`src/hw/rtl/cd_pkg.sv`:
```
// Shared types and codes for the circular deque.
package cd_pkg;

  localparam int unsigned WORD_W   = 32;
  localparam int unsigned CMD_W    = 3;
  localparam int unsigned STATUS_W = 2;

  // Command codes carried in the input tuser.
  typedef enum logic [CMD_W-1:0] {
    CMD_PUSH_FRONT = 3'd0,
    CMD_PUSH_BACK  = 3'd1,
    CMD_POP_FRONT  = 3'd2,
    CMD_POP_BACK   = 3'd3,
    CMD_DUMP       = 3'd4
  } cmd_e;

  // Status codes carried in the output tuser.
  typedef enum logic [STATUS_W-1:0] {
    STATUS_OK    = 2'd0,
    STATUS_FULL  = 2'd1,
    STATUS_EMPTY = 2'd2
  } status_e;

  // Operation broadcast to every cell of the chain.
  typedef enum logic [2:0] {
    CELL_HOLD,
    CELL_PUSH_FRONT,
    CELL_PUSH_BACK,
    CELL_POP_FRONT,
    CELL_ROTATE
  } cell_op_e;

  typedef struct packed {
    cell_op_e                  op;
    logic signed [WORD_W-1:0]  value;
  } cell_ctrl_t;

endpackage

```
`src/hw/rtl/cd_cell.sv`:
```
// One storage cell of the deque chain, exchanging its word with its neighbours.
module cd_cell #(
  parameter int unsigned DEPTH = 8,
  parameter int unsigned IDX   = 0
) (
  input  logic                                 clk_i,
  input  cd_pkg::cell_ctrl_t                   ctrl_i,
  input  logic [$clog2(DEPTH+1)-1:0]           occ_i,
  input  logic signed [cd_pkg::WORD_W-1:0]     left_i,
  input  logic signed [cd_pkg::WORD_W-1:0]     right_i,
  input  logic signed [cd_pkg::WORD_W-1:0]     front_i,
  output logic signed [cd_pkg::WORD_W-1:0]     data_o
);

  localparam int unsigned OW = $clog2(DEPTH + 1);

  logic signed [cd_pkg::WORD_W-1:0] data_q, data_d;
  logic                             is_free, is_tail;

  // The first free cell sits at the occupancy, the back word just below it.
  assign is_free = (occ_i == OW'(IDX));
  assign is_tail = (occ_i == OW'(IDX + 1));

  // Next word for this cell according to the broadcast operation.
  always_comb begin
    data_d = data_q;
    case (ctrl_i.op)
      cd_pkg::CELL_PUSH_FRONT: data_d = left_i;
      cd_pkg::CELL_PUSH_BACK: begin
        if (is_free) data_d = ctrl_i.value;
      end
      cd_pkg::CELL_POP_FRONT: data_d = right_i;
      cd_pkg::CELL_ROTATE: begin
        if (is_tail) data_d = front_i;
        else         data_d = right_i;
      end
      default: data_d = data_q;
    endcase
  end

  // Contents are undefined until written, so the word has no reset.
  always_ff @(posedge clk_i) begin
    data_q <= data_d;
  end

  assign data_o = data_q;

endmodule

```
`src/hw/rtl/circular_deque.sv`:
```
// Double-ended queue of signed words held in a chain of storage cells.
// Each result is written into the output register on its transfer and appears in the cycle after.
// Throughput: push and pop accept one item per cycle while the output is taken and no dump is running.
// A dump of N words emits them one word per cycle while the output is taken, by rotating the cell chain.
// Reset clears the occupancy, the dump state and the output valid; cell contents are
// left undefined and are only read after they have been written.
module circular_deque #(
  parameter int unsigned DEPTH = 8
) (
  input  logic                              clk_i,
  input  logic                              rst_ni,
  input  logic                              s_axis_tvalid,
  output logic                              s_axis_tready,
  input  logic signed [cd_pkg::WORD_W-1:0]  s_axis_tdata,  // value
  input  logic [cd_pkg::CMD_W-1:0]          s_axis_tuser,  // cmd
  output logic                              m_axis_tvalid,
  input  logic                              m_axis_tready,
  output logic signed [cd_pkg::WORD_W-1:0]  m_axis_tdata,  // word
  output logic [cd_pkg::STATUS_W-1:0]       m_axis_tuser,  // status
  output logic                              m_axis_tlast   // last
);

  localparam int unsigned OW = $clog2(DEPTH + 1);
  localparam int unsigned IW = (DEPTH > 1) ? $clog2(DEPTH) : 1;

  typedef enum logic {
    ST_IDLE,
    ST_DUMP
  } state_e;

  state_e                           state_q, state_d;
  logic [OW-1:0]                    occ_q, occ_d;
  logic [OW-1:0]                    remain_q, remain_d;
  logic                             out_valid_q;
  logic signed [cd_pkg::WORD_W-1:0] out_word_q;
  logic [cd_pkg::STATUS_W-1:0]      out_status_q;
  logic                             out_last_q;

  logic                             out_free, in_fire, full, empty;
  logic [IW-1:0]                    tail_idx;
  logic                             emit, emit_last;
  cd_pkg::status_e                  emit_status;
  logic signed [cd_pkg::WORD_W-1:0] emit_word;
  cd_pkg::cell_ctrl_t               ctrl;
  logic signed [cd_pkg::WORD_W-1:0] cell_data [DEPTH];

  assign out_free      = !out_valid_q || m_axis_tready;
  assign s_axis_tready = (state_q == ST_IDLE) && out_free;
  assign in_fire       = s_axis_tvalid && s_axis_tready;
  assign full          = (occ_q == OW'(DEPTH));
  assign empty         = (occ_q == '0);
  assign tail_idx      = IW'(occ_q - OW'(1));

  // Command decode and dump sequencing.
  always_comb begin
    ctrl.op     = cd_pkg::CELL_HOLD;
    ctrl.value  = s_axis_tdata;
    occ_d       = occ_q;
    remain_d    = remain_q;
    state_d     = state_q;
    emit        = 1'b0;
    emit_status = cd_pkg::STATUS_OK;
    emit_word   = '0;
    emit_last   = 1'b1;
    if (in_fire) begin
      case (cd_pkg::cmd_e'(s_axis_tuser))
        cd_pkg::CMD_PUSH_FRONT, cd_pkg::CMD_PUSH_BACK: begin
          emit = 1'b1;
          if (full) begin
            emit_status = cd_pkg::STATUS_FULL;
          end else begin
            ctrl.op = (cd_pkg::cmd_e'(s_axis_tuser) == cd_pkg::CMD_PUSH_FRONT) ?
                      cd_pkg::CELL_PUSH_FRONT : cd_pkg::CELL_PUSH_BACK;
            occ_d   = occ_q + OW'(1);
          end
        end
        cd_pkg::CMD_POP_FRONT, cd_pkg::CMD_POP_BACK: begin
          emit = 1'b1;
          if (empty) begin
            emit_status = cd_pkg::STATUS_EMPTY;
          end else begin
            if (cd_pkg::cmd_e'(s_axis_tuser) == cd_pkg::CMD_POP_FRONT) begin
              emit_word = cell_data[0];
              ctrl.op   = cd_pkg::CELL_POP_FRONT;
            end else begin
              emit_word = cell_data[tail_idx];
            end
            occ_d = occ_q - OW'(1);
          end
        end
        cd_pkg::CMD_DUMP: begin
          emit = 1'b1;
          if (empty) begin
            emit_status = cd_pkg::STATUS_EMPTY;
          end else begin
            emit_word = cell_data[0];
            ctrl.op   = cd_pkg::CELL_ROTATE;
            emit_last = (occ_q == OW'(1));
            remain_d  = occ_q - OW'(1);
            if (occ_q != OW'(1)) state_d = ST_DUMP;
          end
        end
        default: begin
          emit = 1'b0;
        end
      endcase
    end else if (state_q == ST_DUMP && out_free) begin
      // Each rotation brings the next word to the front cell.
      emit      = 1'b1;
      emit_word = cell_data[0];
      ctrl.op   = cd_pkg::CELL_ROTATE;
      emit_last = (remain_q == OW'(1));
      remain_d  = remain_q - OW'(1);
      if (remain_q == OW'(1)) state_d = ST_IDLE;
    end
  end

  // State, occupancy and the output register.
  always_ff @(posedge clk_i or negedge rst_ni) begin
    if (!rst_ni) begin
      state_q      <= ST_IDLE;
      occ_q        <= '0;
      remain_q     <= '0;
      out_valid_q  <= 1'b0;
      out_word_q   <= '0;
      out_status_q <= '0;
      out_last_q   <= 1'b0;
    end else begin
      state_q  <= state_d;
      occ_q    <= occ_d;
      remain_q <= remain_d;
      if (emit) begin
        out_valid_q  <= 1'b1;
        out_word_q   <= emit_word;
        out_status_q <= emit_status;
        out_last_q   <= emit_last;
      end else if (m_axis_tready) begin
        out_valid_q <= 1'b0;
      end
    end
  end

  // The chain of cells, front word in cell zero.
  for (genvar g = 0; g < DEPTH; g++) begin : g_cell
    logic signed [cd_pkg::WORD_W-1:0] left_w, right_w;
    if (g == 0) begin : g_first
      assign left_w = s_axis_tdata;
    end else begin : g_inner_l
      assign left_w = cell_data[g-1];
    end
    if (g == DEPTH - 1) begin : g_last
      assign right_w = '0;
    end else begin : g_inner_r
      assign right_w = cell_data[g+1];
    end
    cd_cell #(
      .DEPTH (DEPTH),
      .IDX   (g)
    ) u_cell (
      .clk_i   (clk_i),
      .ctrl_i  (ctrl),
      .occ_i   (occ_q),
      .left_i  (left_w),
      .right_i (right_w),
      .front_i (cell_data[0]),
      .data_o  (cell_data[g])
    );
  end

  assign m_axis_tvalid = out_valid_q;
  assign m_axis_tdata  = out_word_q;
  assign m_axis_tuser  = out_status_q;
  assign m_axis_tlast  = out_last_q;

endmodule

```
`config.mk`:
```
export PLATFORM = sky130hd
export DESIGN_NAME = circular_deque
export DESIGN_NICKNAME = d
export VERILOG_FILES = /design/src/hw/rtl/cd_pkg.sv /design/src/hw/rtl/cd_cell.sv /design/src/hw/rtl/circular_deque.sv
export SDC_FILE = /design/constraint.sdc
export NUM_CORES = 1
export LEC_CHECK = 0
export BUFFER_PORTS_ARGS = -buffer_cell sky130_fd_sc_hd__buf_2
export CORE_MARGIN = 3
export CORE_UTILIZATION = 40
export CTS_CLUSTER_DIAMETER = 120
export CTS_CLUSTER_SIZE = 14
export DETAILED_ROUTE_END_ITERATION = 6
export GPL_ROUTABILITY_DRIVEN = 0
export GPL_TIMING_DRIVEN = 0
export HOLD_SLACK_MARGIN = 0.05
export SYNTH_ARGS = -nofsm -noshare
export SYNTH_HDL_FRONTEND = slang
export SYNTH_SLANG_ARGS = --single-unit
```
`constraint.sdc`:
```
create_clock -name clk_i -period 12.9 [get_ports clk_i]
set_input_delay 2.58 -clock clk_i [delete_from_list [all_inputs] [get_ports clk_i]]
set_output_delay 2.58 -clock clk_i [all_outputs]
set_load 0.005 [all_outputs]
```
== Word level (Yosys, flattened, before mapping) ==
Index checks and enable logic that the tools add are counted.
Storage, ports and cells
  input bits: 39
  word-level logic and storage cells: 146
  register bits after elaboration: 301
  output and inout bits: 37
Cells by class
  order comparisons: 1
  bitwise gates (word level): 2
  add/subtract/negate cells: 3
  multiplexer cells: 66
  reduce and logical (&&, ||, !) cells: 27
  equal/unequal tests: 32
Operators with widths (count)
  32-bit one-hot mux with 4 select lines: 8
  32-bit 2-to-1 mux: 23
  32-bit binary-select mux with 3-bit select: 1
  32-bit one-hot mux with 2 select lines: 1
  4-bit 2-to-1 mux: 5
  2-bit by 1-bit != test with 1-bit output, second input constant: 9
  4-bit by 3-bit equality test with 1-bit output, second input constant: 4
  1-bit 2-to-1 mux: 16
  2-bit AND reduction: 7
  3-bit by 2-bit equality test with 1-bit output, second input constant: 4
  2-bit 2-to-1 mux: 6
  2-bit != test, second input constant: 5
  3-bit 2-to-1 mux: 3
  3-bit one-hot mux with 3 select lines: 1
  4-bit by 1-bit equality test with 1-bit output, second input constant: 2
  4-bit by 2-bit equality test with 1-bit output, second input constant: 2
  4-bit one-hot mux with 2 select lines: 1
  2-bit nonzero test: 4
  4-bit by 1-bit subtractor with 4-bit output, second input constant: 2
  3-bit by 1-bit equality test with 1-bit output, second input constant: 2
  3-bit equality test, second input constant: 2
  3-bit AND reduction: 2
  5-bit AND reduction: 1
  5-bit OR reduction: 1
  16 further kinds: 19

== Depth between registers and ports, before layout ==
  depth in word-level cells: 9
  gate-level depth with buffers: 11
  depth with buffers taken out: 6

== Hierarchy ==
From an unflattened synthesis, not the netlist that was laid out.
Second synthesis, totals
  cell total of the unflattened synthesis: 2448
  area total of the unflattened synthesis: 26344.0 um2
By module, submodules not included
  cd_cell (g_cell[1].u_cell ...): seq. area each 960.9 um2, times used 3, cells an instance 256, area each 2642.5 um2
  cd_cell (g_cell[2].u_cell ...): seq. area each 960.9 um2, times used 2, cells an instance 256, area each 2875.3 um2
  circular_deque: seq. area each 1126.1 um2, times used 1, cells an instance 400, area each 4307.9 um2
  cd_cell (g_cell[6].u_cell): seq. area each 960.9 um2, times used 1, cells an instance 256, area each 2876.5 um2
  cd_cell (g_cell[5].u_cell): seq. area each 960.9 um2, times used 1, cells an instance 257, area each 2783.9 um2
  cd_cell (g_cell[0].u_cell): seq. area each 960.9 um2, times used 1, cells an instance 255, area each 2697.6 um2

== Least setup slack after synthesis ==
OpenSTA, ideal clock, no wires.
  path type: input-to-reg
  start: input s_axis_tuser[0] in the netlist's numbering
  end: register g_cell[0].u_cell.data_q (netlist bit g_cell[0].u_cell.data_o[0]), enable pin
  stages: 7
  data required time: 12.463 ns
  path buffers: 3
  slack: 7.121 ns
  arrival: 5.342 ns
  library setup time: 0.437 ns
  cells stage by stage: buf_2 nor3b_1 nand4_1 buf_2 buf_2 a21boi_0 a2bb2oi_1
Between the ends
  longest elaborated chain between the ends: 8
  elaborated cells between the ends (all ways): 21
  those cells by class: 10 x eq/ne; 6 x mux; 5 x reduce/logical
RTL lines
  start: declaration: line circular_deque.sv:15  | input logic [cd_pkg::CMD_W-1:0] s_axis_tuser,
  3-bit by 2-bit equality test with 1-bit output or 3-bit logical NOT (tied branches): line circular_deque.sv:66, circular_deque.sv:82, circular_deque.sv:72
  2-bit 2-to-1 mux, on equally long branches: line circular_deque.sv:82, circular_deque.sv:72
  2-bit 2-to-1 mux, on equally long branches: line circular_deque.sv:79, circular_deque.sv:69
  3-bit one-hot mux with 3 select lines (*): line circular_deque.sv:66  | case (cd_pkg::cmd_e'(s_axis_tuser))
  3-bit 2-to-1 mux (*): line circular_deque.sv:65  | if (in_fire) begin
  3-bit equality test (tied with other cells): line cd_cell.sv:27  | case (ctrl_i.op)
  2-bit != test (no line) or 4-bit nonzero test (tied branches)
  3-bit AND reduction (no line) (*)
  end signal: assignment: line cd_cell.sv:43  | data_q <= data_d;
  end: declaration: line cd_cell.sv:17  | logic signed [cd_pkg::WORD_W-1:0] data_q, data_d;
Every way passes the cells marked *; elsewhere a longest branch is shown, timed or not.
A chain may end at the register's enable or synchronous reset.

== Worst setup path in the final report ==
  start: input m_axis_tready
  end: output s_axis_tready
Between the ends
  longest elaborated chain between the ends: 2
RTL lines
  start: declaration: line circular_deque.sv:17  | input logic m_axis_tready,
  1-bit logical OR: line circular_deque.sv:47  | assign out_free = !out_valid_q || m_axis_tready;
  1-bit logical AND: line circular_deque.sv:48  | assign s_axis_tready = (state_q == ST_IDLE) && out_free;
  end: declaration: line circular_deque.sv:13  | output logic s_axis_tready,
No other way between the ends.

==> qor.csv <==
stage,metric,value,unit
drt,drt_pass1_iterations,7,
cells_and_area,layout.nets,1882,
synthesis,syn-num-nets,1768,
placed_design,placed_area,21930,sq um
timing,worst_clock_skew,0.02161,ns
cells_and_area,fillers,4579,
clock_tree,cts_tree,done,
floorplan,rows,81,
cells_and_area,mostFrequentLayoutCell,edfxtp_1,
pwr,power_leakage,0.009196,uW
timing,fmax,0.1718,GHz
cells_and_area,multi_input_area,10540,sq um
global_routing,grt_first_pass_wirelength,115.7,mm
synthesis,yosys_warnings,0,
timing,fin_ws,7.079,ns
critical_path,cp_max_fo,10,
drt,drt-met1-wl,31.65,mm
synthesis,synth.avg_cell_area,11.78,sq um
clock_tree,root_buffer,clkbuf_16,
drt,via_per_inst,6.825,
timing,maxSlewViolCount,0,
timing,tns,0,ns
drt,num_vias,17210,
timing,hold_viol_final,0,
timing,tightest_slew,1.169,ns
status,status,"finished, final reports clean",
critical_path,crit_required,10.32,ns
floorplan,die_h,231.2,um
global_routing,grt_pass1_vias,16910,
global_routing,grt_antenna_before_repair,2,
timing,slew_headroom,0.2178,
synthesis,synth_edf_count,256,
timing,fin_crit_sh,0.4512,
clock_tree,cts.htree.levels,1,
synthesis,synthesis.area,20290,sq um
clock_tree,clkTransAtPathRegs,0.08,ns
timing,setup-violations-final,0,
drt,route.met2.wl,35.70,mm
pwr,ir_drop,138.5,uV
placed_design,dpl.hpwl,54.70,mm
critical_path,crit_start,m_axis_tready,
floorplan,core_area,49560,sq um
clock_tree,ctsHoldBuffers,0,
critical_path,r2r-start,occ_q[0],
pwr,p_total,5879,uW
critical_path,startpoint_type,primary input,
drt,drtAntennaViolNets,0,
clock_tree,numClockSinks,301,
synthesis,ys_ff_latch,301,
floorplan,pin_count,76,
cells_and_area,syn2layout_area_growth,11.68,%
synthesis,synth_seq_area_share,0.4345,
floorplan,initial_core_util,0.4093,
cells_and_area,fin_area,22650,sq um
global_routing,grt_usage,0.2904,
critical_path,arrival,3.24,ns
pwr,power_density,259.5,nW/um^2
floorplan,fp.dieW,231.2,um
critical_path,worst-setup-path-type,primary input to output pin,
drt,highest_layer,met5,
cells_and_area,ff_latch_area,8813,sq um
cells_and_area,final_cell_mix,"256 x edfxtp_1, 228 x a21oi_1, 194 x and2_1",
hold_path,hold_start,m_axis_tuser[0],
synthesis,synth-main-ff-cell,edfxtp_1,
clock_tree,clockBufferDepth,3,
hold_path,min_path_cells,1,
synthesis,ys_async_sr_fraction,0.1495,
clock_tree,insertion_delay,0.59,ns
placed_design,io_buffers,74,
timing,min_period,5.821,ns
critical_path,critPathCaptureType,output pin,
synthesis,synthDistinctLibCells,60,
drt,route.detailed.drc,0,
placed_design,pre_cts_ws,6.924,ns
synthesis,syn_inst,1722,
timing,rsz0062_at_grt,no,
job,drv_cap,0,
cells_and_area,fin_util,0.4571,
clock_tree,cts_made_buffers,25,
global_routing,grt_overflow_total,0,
drt,wl_met3,8.226,mm
critical_path,reg2regPathDepth,12,
floorplan,die_area,53450,sq um
clock_tree,ctsResizeCount,0,
drt,drt_wl_total,79.63,mm
cells_and_area,drive_gt1_frac,0.1908,
clock_tree,post_cts_buffers,0,
drt,wire_per_inst,31.59,um
global_routing,grt_max_degree,46,
drt,drt_first_iter_violations,2109,
hold_path,hp-class,flop to flop,
[cells in the mapped netlist (all sizes together), types with 2 or more instances]
cell type | count | area, sq um
edfxtp | 256 | 7687
a21oi | 233 | 1166
and2 | 196 | 1226
mux2i | 193 | 1932
a2111o | 192 | 2162
clkbuf | 105 | 394.1
buf | 99 | 499.2
mux4 | 64 | 1441
dfrtp | 45 | 1126
a221o | 42 | 420.4
nor3 | 39 | 355.3
inv | 37 | 138.9
mux2 | 34 | 382.9
nand2 | 29 | 108.9
o22ai | 23 | 143.9
a221oi | 22 | 192.7
a22oi | 22 | 165.2
nor2 | 12 | 47.55
o21ai | 8 | 40.04
ha | 7 | 87.58
xnor2 | 7 | 61.31
nand3b | 6 | 48.80
nor2b | 5 | 31.28
nor3b | 5 | 48.80
a31oi | 4 | 40.04
nand2b | 4 | 32.53
nand3 | 4 | 20.02
a21o | 2 | 15.01
a2bb2oi | 2 | 17.52
and3b | 2 | 17.52
nand4 | 2 | 12.51
o22a | 2 | 17.52
or3b | 2 | 17.52
xor2 | 2 | 17.52
[routing by layer]
| layer | global-route usage | up-vias |
|---|---|---|
| met2 | 0.4478 | 1142 |
| met4 | 0.1344 | 2 |
| met5 | 0 | - |
| li1 | - | 7133 |
| met3 | 0.06920 | 235 |
| met1 | 0.3879 | 8695 |
[layout make-up]
type	instances	share of cell area
Timing Repair Buffer	87	0.03192
Inverter	37	0.006131
Buffer	204	0.03943
Multi-Input combinational cell	1180	0.4650
Sequential cell	301	0.3890
Clock inverter	2	0.0007732
Antenna cell	2	0.0002209
Clock buffer	44	0.03076
Tap cell	664	0.03667
[per-stage QoR]
| stage | cells | hold WS [ns] |
|---|---|---|
| 2_1_floorplan | 1722 | 0.4893 |
| 3_3_place_gp | 2460 | 0.4892 |
| 3_5_place_dp | 2473 | 0.4871 |
| 4_1_cts | 2519 | 0.5045 |
| 5_1_grt | 2519 | 0.5266 |
| 6_report | 2521 | 0.4983 |
[worst max-delay path: stages]
cell and delay, ns:
buf_2 0.10, nor2b_1 0.09, buf_2 0.25, nor2_1 0.08
buf_2 0.13
[flip-flops by register name (all words and copies together), names as in the netlist]
register / flops
remain_q: 4
m_axis_tvalid: 1
m_axis_tlast: 1
m_axis_tuser: 2
g_cell.u_cell.data_o: 256
state_q: 1
occ_q: 4
m_axis_tdata: 32
[worst paths after layout]
check / to / slack (ns)
max in group asynchronous: m_axis_tlast / 10.31
min reg2reg: m_axis_tuser[0] / 0.50
min: m_axis_tuser[0] / 0.50
max reg2reg: g_cell[1].u_cell.data_o[7] / 7.66
max: s_axis_tready / 7.08
min in group asynchronous: m_axis_tdata[31] / 2.08
[power breakdown]
part	internal (uW)	switching, uW
Clock	367	398
Sequential	1690	363
Combinational	1330	1730
Total	3390	2490
[logic make-up after synthesis]
group                      after synthesis  share of synthesized area
AOI/OAI and AO/OA                      562                     0.2223
and+or+nand+nor                        311                    0.09900
DFF                                    301                     0.4345
muxes                                  291                     0.1852
buffers and inverters                  241                    0.05089
xor gates and xnor gates                 9                   0.003886
adders and majority gates                7                   0.004317
Note: power is estimated with default switching activity, not from simulation.
